File: src/rtl/apt_pkg.sv
// ----------------------------------------------------------------------------
// apt_pkg
// Types, widths and codes shared by the animation playback timer.
// ----------------------------------------------------------------------------
package apt_pkg;

  localparam int TIME_BITS     = 40;  // signed Q32.8 ms
  localparam int RATE_BITS     = 16;  // signed Q8.8
  localparam int FRAC_BITS     = 8;
  localparam int DUR_BITS      = 39;  // unsigned Q31.8 ms
  localparam int CNT_BITS      = 24;  // unsigned Q16.8
  localparam int CMD_BITS      = 3;
  localparam int STATE_BITS    = 2;
  localparam int CFG_IDX_BITS  = 3;
  localparam int CFG_DATA_BITS = DUR_BITS;

  // Stream packing, first field in the lowest bits
  localparam int IN_FIELD_BITS  = CMD_BITS + 2 * TIME_BITS + RATE_BITS;
  localparam int IN_DATA_BITS   = ((IN_FIELD_BITS + 7) / 8) * 8;
  localparam int OUT_FIELD_BITS = STATE_BITS + 2 * TIME_BITS + RATE_BITS;
  localparam int OUT_DATA_BITS  = ((OUT_FIELD_BITS + 7) / 8) * 8;

  localparam int IN_DELTA_LSB = CMD_BITS;
  localparam int IN_NTIME_LSB = IN_DELTA_LSB + TIME_BITS;
  localparam int IN_NRATE_LSB = IN_NTIME_LSB + TIME_BITS;

  typedef logic signed [TIME_BITS-1:0] time_t;
  typedef logic signed [RATE_BITS-1:0] rate_t;

  localparam time_t T_MAX = {1'b0, {(TIME_BITS-1){1'b1}}};
  localparam time_t T_MIN = {1'b1, {(TIME_BITS-1){1'b0}}};
  localparam rate_t R_MAX = {1'b0, {(RATE_BITS-1){1'b1}}};
  localparam rate_t R_MIN = {1'b1, {(RATE_BITS-1){1'b0}}};
  localparam rate_t RATE_ONE     = rate_t'(2 ** FRAC_BITS);
  // infinite duration stands for -1.0 ms in the finished set-time check
  localparam time_t INF_CMP_TIME = -time_t'(2 ** FRAC_BITS);

  typedef enum logic [CMD_BITS-1:0] {
    CMD_TICK,
    CMD_PLAY,
    CMD_PAUSE,
    CMD_REVERSE,
    CMD_CANCEL,
    CMD_FINISH,
    CMD_SET_TIME,
    CMD_SET_RATE
  } cmd_e;

  typedef enum logic [STATE_BITS-1:0] {
    ST_IDLE,
    ST_RUNNING,
    ST_PAUSED,
    ST_FINISHED
  } pstate_e;

  typedef enum logic [CFG_IDX_BITS-1:0] {
    CFG_EFFECT,
    CFG_ITER_DUR,
    CFG_ITER_CNT,
    CFG_INFINITE,
    CFG_TIMELINE
  } cfg_idx_e;

  typedef struct packed {
    pstate_e mode;
    time_t   anim_time;
    rate_t   rate;
    time_t   clock_time;
  } anim_state_t;

  typedef struct packed {
    cmd_e  cmd;
    time_t delta_time;
    time_t seek_time;
    rate_t new_rate;
  } cmd_item_t;

  // Derived timing seen by the command logic
  typedef struct packed {
    time_t active_dur;
    logic  infinite;
    logic  timeline_present;
  } timing_t;

endpackage

File: src/rtl/animation_playback_timer_top.sv
// ----------------------------------------------------------------------------
// animation_playback_timer_top
// Animation playback timer: play state, time, rate and timeline clock.
// ----------------------------------------------------------------------------
// Each input item carries one command (tick, play, pause, reverse, cancel,
// finish, set time, set rate) and yields exactly one result item with the
// play state, animation time, playback rate and timeline clock after it.
// The block takes one item per clock cycle while the output is not stalled;
// the item lands in the input register at the accepting edge, and the
// state/result register loads from it once the result slot is free. The
// tick path, which does the delta-times-rate multiply, the saturating add
// and the compare against the active duration, lies combinationally
// between the two registers. The output side
// may stall freely: one further item waits in the input register and
// ready drops only when both stages are full. Active duration (iteration
// duration times count) is recomputed from each configuration write on the
// same edge. Configuration writes must land while no item is in flight.
// There is no post-reset clearing pass.
// ----------------------------------------------------------------------------
module animation_playback_timer_top
  import apt_pkg::*;
(
  input  logic                     clk_i,
  input  logic                     rst_ni,
  // command stream
  input  logic                     s_axis_tvalid,
  output logic                     s_axis_tready,
  // cmd, delta_time, seek_time, new_rate (low to high), zero padded
  input  logic [IN_DATA_BITS-1:0]  s_axis_tdata,
  // result stream
  output logic                     m_axis_tvalid,
  input  logic                     m_axis_tready,
  // mode, anim_time, rate, clock_time (low to high), zero padded
  output logic [OUT_DATA_BITS-1:0] m_axis_tdata,
  // configuration write port
  input  logic                     cfg_we_i,
  input  logic [CFG_IDX_BITS-1:0]  cfg_idx_i,
  input  logic [CFG_DATA_BITS-1:0] cfg_wdata_i
);

  logic        in_valid_q, in_valid_d;
  cmd_item_t   in_item_q;
  cmd_item_t   in_item;
  logic        out_valid_q, out_valid_d;
  anim_state_t state_q, state_d;
  anim_state_t state_next;
  timing_t     timing;

  logic s_accept;
  logic out_free;
  logic advance;

  // handshake: the state register doubles as the result register
  assign out_free      = !out_valid_q || m_axis_tready;
  assign advance       = in_valid_q && out_free;
  assign s_axis_tready = !in_valid_q || out_free;
  assign s_accept      = s_axis_tvalid && s_axis_tready;

  // unpack the command item
  assign in_item.cmd        = cmd_e'(s_axis_tdata[CMD_BITS-1:0]);
  assign in_item.delta_time = s_axis_tdata[IN_DELTA_LSB +: TIME_BITS];
  assign in_item.seek_time  = s_axis_tdata[IN_NTIME_LSB +: TIME_BITS];
  assign in_item.new_rate   = s_axis_tdata[IN_NRATE_LSB +: RATE_BITS];

  apt_cfg u_cfg (
    .clk_i       (clk_i),
    .rst_ni      (rst_ni),
    .cfg_we_i    (cfg_we_i),
    .cfg_idx_i   (cfg_idx_i),
    .cfg_wdata_i (cfg_wdata_i),
    .timing_o    (timing)
  );

  apt_core u_core (
    .state_i  (state_q),
    .item_i   (in_item_q),
    .timing_i (timing),
    .state_o  (state_next)
  );

  always_comb begin
    in_valid_d  = in_valid_q;
    out_valid_d = out_valid_q;
    state_d     = state_q;
    if (advance) begin
      in_valid_d = 1'b0;
    end
    if (s_accept) begin
      in_valid_d = 1'b1;
    end
    if (m_axis_tready) begin
      out_valid_d = 1'b0;
    end
    if (advance) begin
      out_valid_d = 1'b1;
      state_d     = state_next;
    end
  end

  always_ff @(posedge clk_i or negedge rst_ni) begin
    if (!rst_ni) begin
      in_valid_q  <= 1'b0;
      out_valid_q <= 1'b0;
      state_q     <= '{mode: ST_IDLE, anim_time: '0, rate: RATE_ONE, clock_time: '0};
    end else begin
      in_valid_q  <= in_valid_d;
      out_valid_q <= out_valid_d;
      state_q     <= state_d;
    end
  end

  // payload only, no reset
  always_ff @(posedge clk_i) begin
    if (s_accept) begin
      in_item_q <= in_item;
    end
  end

  assign m_axis_tvalid = out_valid_q;
  assign m_axis_tdata  = OUT_DATA_BITS'({state_q.clock_time, state_q.rate,
                                         state_q.anim_time, state_q.mode});

endmodule

File: src/rtl/apt_cfg.sv
// ----------------------------------------------------------------------------
// apt_cfg
// Configuration registers and registered active duration.
// ----------------------------------------------------------------------------
module apt_cfg
  import apt_pkg::*;
(
  input  logic                     clk_i,
  input  logic                     rst_ni,
  input  logic                     cfg_we_i,
  input  logic [CFG_IDX_BITS-1:0]  cfg_idx_i,
  input  logic [CFG_DATA_BITS-1:0] cfg_wdata_i,
  output timing_t                  timing_o
);

  localparam int PROD_BITS = DUR_BITS + CNT_BITS;

  logic                effect_q, effect_d;
  logic [DUR_BITS-1:0] dur_q, dur_d;
  logic [CNT_BITS-1:0] cnt_q, cnt_d;
  logic                inf_q, inf_d;
  logic                tl_q, tl_d;
  time_t               ad_q, ad_d;
  logic                inf_flag_q, inf_flag_d;

  logic [PROD_BITS-1:0] prod;
  logic [63:0]          q64;

  always_comb begin
    effect_d = effect_q;
    dur_d    = dur_q;
    cnt_d    = cnt_q;
    inf_d    = inf_q;
    tl_d     = tl_q;
    if (cfg_we_i) begin
      case (cfg_idx_e'(cfg_idx_i))
        CFG_EFFECT:   effect_d = cfg_wdata_i[0];
        CFG_ITER_DUR: dur_d    = cfg_wdata_i[DUR_BITS-1:0];
        CFG_ITER_CNT: cnt_d    = cfg_wdata_i[CNT_BITS-1:0];
        CFG_INFINITE: inf_d    = cfg_wdata_i[0];
        CFG_TIMELINE: tl_d     = cfg_wdata_i[0];
        default: ;
      endcase
    end
  end

  // Duration follows the value being written, so it is current on the same
  // edge as the register itself
  always_comb begin
    prod = PROD_BITS'(dur_d) * PROD_BITS'(cnt_d);
    q64  = 64'(prod[PROD_BITS-1:FRAC_BITS]);
    if (!effect_d) begin
      ad_d = '0;
    end else if (q64 > 64'(T_MAX)) begin
      ad_d = T_MAX;
    end else begin
      ad_d = time_t'(q64[TIME_BITS-1:0]);
    end
    inf_flag_d = effect_d & inf_d;
  end

  always_ff @(posedge clk_i or negedge rst_ni) begin
    if (!rst_ni) begin
      effect_q   <= 1'b1;
      dur_q      <= '0;
      cnt_q      <= CNT_BITS'(2 ** FRAC_BITS);
      inf_q      <= 1'b0;
      tl_q       <= 1'b1;
      ad_q       <= '0;
      inf_flag_q <= 1'b0;
    end else begin
      effect_q   <= effect_d;
      dur_q      <= dur_d;
      cnt_q      <= cnt_d;
      inf_q      <= inf_d;
      tl_q       <= tl_d;
      ad_q       <= ad_d;
      inf_flag_q <= inf_flag_d;
    end
  end

  assign timing_o.active_dur       = ad_q;
  assign timing_o.infinite         = inf_flag_q;
  assign timing_o.timeline_present = tl_q;

endmodule

File: src/rtl/apt_core.sv
// ----------------------------------------------------------------------------
// apt_core
// Next playback state for one command.
// ----------------------------------------------------------------------------
module apt_core
  import apt_pkg::*;
(
  input  anim_state_t state_i,
  input  cmd_item_t   item_i,
  input  timing_t     timing_i,
  output anim_state_t state_o
);

  localparam int MUL_BITS = TIME_BITS + RATE_BITS;
  localparam int Q_BITS   = MUL_BITS - FRAC_BITS;

  function automatic time_t sat_add(time_t a, time_t b);
    logic signed [TIME_BITS:0] s;
    s = {a[TIME_BITS-1], a} + {b[TIME_BITS-1], b};
    if (s[TIME_BITS] != s[TIME_BITS-1]) begin
      return s[TIME_BITS] ? T_MIN : T_MAX;
    end
    return s[TIME_BITS-1:0];
  endfunction

  // (a * r) / 256 rounded toward zero, saturated
  function automatic time_t sat_mul(time_t a, rate_t r);
    logic signed [MUL_BITS-1:0]   p;
    logic signed [MUL_BITS-1:0]   bias;
    logic signed [MUL_BITS-1:0]   adj;
    logic signed [Q_BITS-1:0]     q;
    logic [Q_BITS-TIME_BITS:0]    hi;
    p    = MUL_BITS'(a) * MUL_BITS'(r);
    bias = '0;
    bias[FRAC_BITS-1:0] = {FRAC_BITS{p[MUL_BITS-1]}};
    adj  = p + bias;
    q    = adj[MUL_BITS-1:FRAC_BITS];
    hi   = q[Q_BITS-1:TIME_BITS-1];
    if (&hi || ~|hi) begin
      return q[TIME_BITS-1:0];
    end
    return q[Q_BITS-1] ? T_MIN : T_MAX;
  endfunction

  function automatic time_t play_time(pstate_e m, time_t t, rate_t r,
                                      time_t ad, logic inf);
    time_t res;
    res = t;
    if (r > 0) begin
      if (m == ST_FINISHED || (!inf && t >= ad) || t < 0) res = '0;
    end else begin
      if ((m == ST_FINISHED || t <= 0 || (!inf && t > ad)) && !inf) res = ad;
    end
    return res;
  endfunction

  time_t ad;
  logic  inf;
  time_t tick_time;
  rate_t rev_rate;
  time_t set_cmp;

  assign ad  = timing_i.active_dur;
  assign inf = timing_i.infinite;

  always_comb begin
    tick_time = sat_add(state_i.anim_time, sat_mul(item_i.delta_time, state_i.rate));
    rev_rate  = (state_i.rate == R_MIN) ? R_MAX : -state_i.rate;
    set_cmp   = inf ? INF_CMP_TIME : ad;
    state_o   = state_i;
    case (item_i.cmd)
      CMD_TICK: begin
        if (state_i.mode == ST_RUNNING) begin
          if (timing_i.timeline_present) begin
            state_o.clock_time = sat_add(state_i.clock_time, item_i.delta_time);
          end
          state_o.anim_time = tick_time;
          if (state_i.rate > 0) begin
            if (!inf && tick_time >= ad) begin
              state_o.anim_time = ad;
              state_o.mode      = ST_FINISHED;
            end
          end else if (tick_time <= 0) begin
            state_o.anim_time = '0;
            state_o.mode      = ST_FINISHED;
          end
        end
      end
      CMD_PLAY: begin
        state_o.anim_time = play_time(state_i.mode, state_i.anim_time,
                                      state_i.rate, ad, inf);
        state_o.mode      = ST_RUNNING;
      end
      CMD_PAUSE: begin
        if (state_i.mode == ST_RUNNING || state_i.mode == ST_PAUSED) begin
          state_o.mode = ST_PAUSED;
        end
      end
      CMD_REVERSE: begin
        state_o.rate      = rev_rate;
        state_o.anim_time = play_time(state_i.mode, state_i.anim_time,
                                      rev_rate, ad, inf);
        state_o.mode      = ST_RUNNING;
      end
      CMD_CANCEL: begin
        state_o.mode      = ST_IDLE;
        state_o.anim_time = '0;
      end
      CMD_FINISH: begin
        if (state_i.rate > 0) begin
          if (!inf) state_o.anim_time = ad;
        end else begin
          state_o.anim_time = '0;
        end
        state_o.mode = ST_FINISHED;
      end
      CMD_SET_TIME: begin
        state_o.anim_time = item_i.seek_time;
        if (state_i.mode == ST_FINISHED) begin
          if ((state_i.rate > 0 && item_i.seek_time < set_cmp) ||
              (state_i.rate <= 0 && item_i.seek_time > 0)) begin
            state_o.mode = ST_RUNNING;
          end
        end else if (state_i.mode == ST_RUNNING) begin
          if ((state_i.rate > 0 && !inf && item_i.seek_time >= ad) ||
              (state_i.rate <= 0 && item_i.seek_time <= 0)) begin
            state_o.mode = ST_FINISHED;
          end
        end
      end
      CMD_SET_RATE: begin
        state_o.rate = item_i.new_rate;
      end
      default: ;
    endcase
  end

endmodule

File: config.mk
export PLATFORM = sky130hd
export DESIGN_NAME = animation_playback_timer_top
export DESIGN_NICKNAME = d
export VERILOG_FILES = /design/src/rtl/apt_pkg.sv /design/src/rtl/animation_playback_timer_top.sv /design/src/rtl/apt_cfg.sv /design/src/rtl/apt_core.sv
export SDC_FILE = /design/constraint.sdc
export NUM_CORES = 2
export LEC_CHECK = 0
export BUFFER_PORTS_ARGS = -buffer_cell sky130_fd_sc_hd__buf_4
export CORE_ASPECT_RATIO = 0.8
export CORE_MARGIN = 2
export CORE_UTILIZATION = 55
export DETAILED_ROUTE_END_ITERATION = 16
export PLACE_DENSITY = 0.81
export SLEW_MARGIN = 20
export SYNTH_ARGS = -nofsm -noshare
export SYNTH_HDL_FRONTEND = slang
export SYNTH_SLANG_ARGS = --single-unit
File: constraint.sdc
create_clock -name clk_i -period 24.7 [get_ports clk_i]
set_input_delay 2.47 -clock clk_i [delete_from_list [all_inputs] [get_ports clk_i]]
set_output_delay 2.47 -clock clk_i [all_outputs]
set_load 0.01 [all_outputs]
Yosys cells after proc, flatten, opt, wreduce, memory -nomap -nowiden
Cells that the tools add are included.
{"block": "word_totals", "regBits": 306, "input_bits": 151, "word_cells": 152}
{"block": "classes", "n_addsub": 4, "multipliers": 2, "magnitude_cmp": 14, "n_eq_ne": 25, "mux": 49, "bitwise_logic": 1, "n_reduce_logical": 40}
{"operator": "40-bit two-way mux", "n": 18}
{"operator": "40-bit one-hot mux with 6 select lines", "n": 1}
{"operator": "42-bit two-way mux", "n": 4}
{"operator": "40-bit >= comparator", "n": 3}
{"operator": "40-bit by 1-bit <= comparator with 1-bit output (second input constant)", "n": 3}
{"operator": "40-bit by 40-bit adder with 41-bit output", "n": 2}
{"operator": "39-bit two-way mux", "n": 2}
{"operator": "39-bit by 24-bit multiplier with 63-bit output", "n": 1}
{"operator": "56-bit by 9-bit adder with 56-bit output", "n": 1}
{"operator": "40-bit by 16-bit multiplier with 56-bit output", "n": 1}
{"operator": "55-bit by 39-bit > comparator with 1-bit output (second input constant)", "n": 1}
{"operator": "24-bit two-way mux", "n": 2}
{"operator": "40-bit by 1-bit > comparator with 1-bit output (second input constant)", "n": 1}
{"operator": "40-bit > comparator", "n": 1}
{"operator": "40-bit by 1-bit less-than comparator with 1-bit output (second input constant)", "n": 1}
{"operator": "40-bit less-than comparator", "n": 1}
{"operator": "16-bit by 1-bit > comparator with 1-bit output (second input constant)", "n": 2}
{"operator": "16-bit one-hot mux with 2 select lines", "n": 1}
{"operator": "9-bit AND reduction", "n": 2}
{"operator": "16-bit == test (second input constant)", "n": 1}
{"operator": "16-bit by 1-bit <= comparator with 1-bit output (second input constant)", "n": 1}
{"operator": "16-bit two-way mux", "n": 1}
{"operator": "16-bit negator", "n": 1}
{"operator": "3-bit == test (second input constant)", "n": 5}
{"operator": "23 further kinds", "n": 78}

Depth between registers and ports, before layout
{"block": "logic_depth", "ltp_word": 17, "depth_mapped": 63, "ltp_nobuf": 54}

By module
A second synthesis with hierarchy kept.
{"block": "hier_totals", "cells_unflattened": 8731, "area_unflattened_um2": 75897.8}
{"module": "apt_core", "instances": 1, "cells_each": 4530, "area_per_inst_um2": 35596.6, "seq_area_each_um2": 0.0}
{"module": "apt_cfg", "instances": 1, "cells_each": 3881, "area_per_inst_um2": 33477.1, "seq_area_each_um2": 2681.3}
{"module": "animation_playback_timer_top", "instances": 1, "cells_each": 320, "area_per_inst_um2": 6824.0, "seq_area_each_um2": 5476.5}

Least setup slack after synthesis
No wires, ideal clock.
{"block": "synth_timing", "path_type": "register to register", "start": "register state_q (netlist bit m_axis_tdata[43])", "end": "register state_q (netlist bit m_axis_tdata[36])", "setup_ps": 87, "arrival_ps": 14534, "t_required_ps": 24613, "slack_ps": 10080, "stages_incl_launch_ff": 60, "path_cell_list": "dfrtp_1 -> clkbuf_1 -> clkbuf_1 -> clkbuf_1 -> nand2_1 -> fa_1 -> inv_1 -> fa_1 -> inv_1 -> fa_1 -> inv_1 -> fa_1 -> fa_1 -> inv_1 -> fa_1 -> inv_1 -> ha_1 -> buf_2 -> [... 24 more ...] -> clkbuf_1 -> clkbuf_1 -> clkbuf_1 -> o31ai_1 -> ha_1 -> a21o_1 -> a21o_1 -> a2111oi_0 -> a2111oi_0 -> a211o_1 -> or2_2 -> o211ai_1 -> nand3_1 -> nand3_1 -> clkbuf_1 -> a22o_1 -> nand2_1 -> o211ai_1"}
{"block": "synth_via", "elab_chain_len": 17}
{"item": "start: declaration", "line": "animation_playback_timer_top.sv:45", "source": "anim_state_t state_q, state_d;"}
{"item": "start signal: assignment", "line": "animation_playback_timer_top.sv:104", "source": "state_q <= '{mode: ST_IDLE, anim_time: '0, rate: RATE_ONE, clock_time: '0};"}
{"item": "start signal: assignment", "line": "animation_playback_timer_top.sv:108", "source": "state_q <= state_d;"}
{"item": "40-bit by 16-bit multiplier with 56-bit output", "line": "apt_core.sv:33", "source": "p = MUL_BITS'(a) * MUL_BITS'(r);"}
{"item": "56-bit by 9-bit adder with 56-bit output", "line": "apt_core.sv:36", "source": "adj = p + bias;"}
{"item": "9-bit OR reduction", "line": "apt_core.sv:39", "source": "if (&hi || ~|hi) begin"}
{"item": "1-bit logical NOT", "line": "apt_core.sv:39"}
{"item": "1-bit logical OR", "line": "apt_core.sv:39"}
{"item": "1-bit two-way mux", "line": "apt_core.sv:39"}
{"item": "40-bit two-way mux", "line": "apt_core.sv:42", "source": "return q[Q_BITS-1] ? T_MIN : T_MAX;"}
{"item": "40-bit by 40-bit adder with 41-bit output", "line": "apt_core.sv:19", "source": "s = {a[TIME_BITS-1], a} + {b[TIME_BITS-1], b};"}
{"item": "40-bit two-way mux / 1-bit inequality test (equally long branches)", "line": "apt_core.sv:21, apt_core.sv:20"}
{"item": "40-bit two-way mux / 1-bit two-way mux (equally long branches)", "line": "apt_core.sv:20", "source": "if (s[TIME_BITS] != s[TIME_BITS-1]) begin"}
{"item": "40-bit two-way mux", "line": "apt_core.sv:23", "source": "return s[TIME_BITS-1:0];"}
{"item": "40-bit >= comparator", "line": "apt_core.sv:79", "source": "if (!inf && tick_time >= ad) begin"}
{"item": "1-bit logical AND", "line": "apt_core.sv:79"}
{"item": "42-bit two-way mux", "line": "apt_core.sv:79"}
{"item": "42-bit two-way mux", "line": "apt_core.sv:78", "source": "if (state_i.rate > 0) begin"}
{"item": "42-bit two-way mux", "line": "apt_core.sv:73", "source": "if (state_i.mode == ST_RUNNING) begin"}
{"item": "40-bit one-hot mux with 6 select lines", "line": "apt_core.sv:71", "source": "case (item_i.cmd)"}
Parallel ways exist; a longest one is shown, timed or not. The select of a mux whose other input is x is not followed.
A chain may end at the register's enable or synchronous reset.

Final worst setup path
{"block": "layout_timing", "start": "register state_q (netlist bit m_axis_tdata[45])", "end": "register state_q (netlist bit m_axis_tdata[23])"}
The elaborated chain is that of the path after synthesis.

==> results.py <==
metrics = {
    "routing": {
        "ant_nets": 0,
        "via_per_inst": 6.121,
        "routed_wl_mm": 231.7,
        "drc": 0,
        "vias": 61930,
        "wl_per_cell_um": 22.90,
        "first_iter_violations": 7135,
        "drt_first_pass_iters": 6,
    },
    "timing": {
        "fin_crit_sh_pct": 78.15,
        "max_slew_margin_pct": 17.60,
        "setup_viol": 0,
        "final_hold_viol_count": 0,
        "tightest_slew_ns": 1.227,
        "drv_slew": 0,
        "finalClockSkew_ns": 0.02831,
        "setup_tns_ns": 0,
        "fin_crit_ns": 19.30,
        "rsz0062_at_grt": "false",
        "max_freq_mhz": 51.80,
    },
    "synthesis": {
        "ys_types": 103,
        "synth.top_cell.area_share_pct": 38.82,
        "syn-cell-area_mm2": 0.07276,
        "yosys-top-cells-area": "fa_1 39%, ha_1 9.6%, inv_1 8.0%, dfrtp_1 7.0%, nand2_1 6.8%",
        "synth_cells": 8314,
        "synthFlopType": "dfrtp_1",
        "yosysSeqAreaShare_pct": 11.21,
        "ys_warn_count": 0,
        "yosys_register_bits": 306,
        "ys_async_sr_fraction_pct": 67.65,
        "synth-edff-count": 99,
        "postSynthAreaPerCell_um2": 8.752,
        "synth_top_area_cell": "fa_1",
    },
    "global_route": {
        "grt_start_max_net_pins": 93,
        "grt_overflow": 0,
        "grt_pass1_wl_mm": 361.1,
        "antenna_found_initial": 6,
        "grt_pass1_vias": 64260,
        "track_usage_pct": 34.54,
    },
    "worst_setup_path": {
        "slowest_delay_ns": 0.99,
        "worstSetupPathType": "register to register",
        "crit_path_max_fanout": 40,
        "regToRegSetupSlack_ns": 5.40,
        "cp_slowest_cell": "dfrtp_1",
        "cpMostUsedCell": "fa_1",
        "crit_path_end_kind": "register",
        "arrival_ns": 19.81,
        "startpoint_type": "register",
        "worst_ep_required_time_ns": 25.20,
    },
    "place": {
        "gp_congestion": 1.030,
        "hpwl_mm": 180.3,
        "portBuffers": 245,
    },
    "floorplan": {
        "rows": 119,
        "io_pins": 257,
        "die_h_um": 329.3,
        "dieWidth_um": 410.7,
        "fp.coreArea_mm2": 0.1315,
        "die_area_mm2": 0.1352,
        "initial_utilization_pct": 55.35,
    },
    "run_status": {
        "status": "completed",
    },
    "clocking": {
        "cts_tree": "yes",
        "clock_latency_ns": 0.63,
        "clockBufferDepth": 3,
        "postCtsHoldBufs": 0,
        "cts_setup_buffers": 0,
        "ctsHtreeMaxLevel": 2,
        "cts_root_buf": "clkbuf_16",
        "cts_buffers": 39,
        "clk_pin_slew_ns": 0.08,
        "cts_sinks": 306,
        "ctsResizeCount": 0,
    },
    "final_layout": {
        "area_growth_pct": 6.625,
        "drive_gt1_share_pct": 6.258,
        "nets": 10450,
        "fillerInstances": 11050,
    },
    "job": {
        "max_cap_viol_count": 0,
    },
    "min_path": {
        "min_path_type": "register to register",
    },
}
[worst paths after layout]
kind                                   from                to  depth (start not counted)
hold reg to reg                in_item_q[0]  m_axis_tdata[42]                          1
setup / recovery           m_axis_tdata[45]  m_axis_tdata[23]                         53
hold / removal                 in_item_q[0]  m_axis_tdata[42]                          1
min in group asynchronous            rst_ni  m_axis_tdata[66]                          1
max in group asynchronous            rst_ni   u_cfg.cnt_q[22]                          3
setup reg to reg           m_axis_tdata[45]  m_axis_tdata[23]                         53
[routing by layer]
layer / up-vias / routed length (um) / global-route usage (%)
li1: 26160 / - / -
met1: 30620 / 87710 / 46.46
met2: 4211 / 95470 / 49.31
met3: 932 / 34800 / 12.33
met4: 0 / 13700 / 17.62
met5: - / 0 / 0
[kinds of logic (layout without fill, tap and decap cells)]
logic type | Yosys count | in the layout | synth area share, %
simple gates | 2649 | 2649 | 16.30
buf+inv | 1979 | 2016 | 10.28
fa+ha+maj | 1972 | 1972 | 48.46
compound gates | 1142 | 1142 | 10.35
flops | 306 | 306 | 11.21
xor+xnor | 179 | 179 | 2.155
mux | 86 | 86 | 1.229
other cells | 1 | 12 | 0.005154
[flip-flops by register name (all words and copies together) (netlist names)]
register / cells
in_item_q: 99
in_valid_q: 1
m_axis_tdata: 98
m_axis_tvalid: 1
u_cfg.ad_q: 40
u_cfg.cnt_q: 24
u_cfg.dur_q: 39
u_cfg.effect_q: 1
u_cfg.inf_flag_q: 1
u_cfg.inf_q: 1
u_cfg.tl_q: 1
[area by class of cell]
| type | count | area [um^2] | share of cell area, % |
|---|---|---|---|
| Antenna cell | 5 | 12.51 | 0.01613 |
| Sequential cell | 306 | 8158 | 10.51 |
| Clock inverter | 27 | 237.7 | 0.3064 |
| Inverter | 1595 | 5987 | 7.717 |
| Tap cell | 1754 | 2195 | 2.829 |
| Clock buffer | 44 | 1016 | 1.310 |
| Timing Repair Buffer | 350 | 2639 | 3.401 |
| Multi-Input combinational cell | 6035 | 57340 | 73.91 |
[per-stage QoR]
stage / hold WS (ns) / setup WS (ns) / utilization (%) / cells / instance area [um^2]
final: 0.4843 / 5.397 / 59.01 / 10120 / 77580
after floorplan: 0.4490 / 10.08 / - / 8320 / 72790
after detailed placement: 0.4602 / 6.220 / 58.02 / 10040 / 76280
after global placement: 0.4629 / 6.564 / 58.01 / 10040 / 76270
after global routing: 0.5123 / 4.516 / 59.00 / 10110 / 77570
after CTS: 0.4833 / 6.146 / 58.97 / 10110 / 77540
[cells in the mapped netlist (19+ instances only)]
cell type / number
a211oi_1: 36
a21o_1: 144
a21oi_1: 282
a221o_1: 35
a221oi_1: 19
a22oi_1: 29
a31oi_1: 44
and2_1: 258
and3_1: 39
buf_1: 26
clkbuf_1: 333
clkinv_1: 33
dfrtp_1: 203
edfxtp_1: 99
fa_1: 1411
ha_1: 560
inv_1: 1560
mux2_2: 21
mux2i_1: 63
nand2_1: 1320
nand2b_1: 57
nand3_1: 97
nand4_1: 66
nor2_1: 556
nor2b_1: 34
nor3_1: 66
nor4_1: 42
o2111ai_1: 20
o211ai_1: 35
o21a_1: 36
o21ai_0: 222
o21ai_1: 43
o21bai_1: 25
o31ai_1: 19
or2_2: 23
or3_1: 21
xnor2_1: 116
xor2_1: 63
[worst max-delay path, delay by kind of cell, from the launching register on]
family | cells | cell delay, ns
compound gates | 17 | 6.10
xor+xnor | 1 | 0.47
fa+ha+maj | 11 | 5.21
buf+inv | 9 | 2.04
flops | 1 | 0.99
simple gates | 15 | 4.24
[cell usage in the layout (no fill, tap or decap), types with 20 or more instances in the layout]
cell and instances:
inv_1 1560, fa_1 1411, nand2_1 1320, ha_1 560, nor2_1 556, buf_4 347
a21oi_1 281, and2_1 257, o21ai_0 222, dfrtp_1 203, a21o_1 144, xnor2_1 115
edfxtp_1 99, nand3_1 96, nand4_1 66, nor3_1 65, xor2_1 63, nand2b_1 57
mux2i_1 48, a31oi_1 43, o21ai_1 43, nor4_1 42, clkbuf_16 40, and3_1 39
o21a_1 36, a211oi_1 35, o211ai_1 35, a221o_1 35, nor2b_1 34, clkinv_1 34
a22oi_1 29, o21bai_1 25, or2_2 23, or3_1 21, o2111ai_1 20
Power is not shown: default switching activity piles up to over one toggle a cycle in this logic, so the estimate is an artifact.
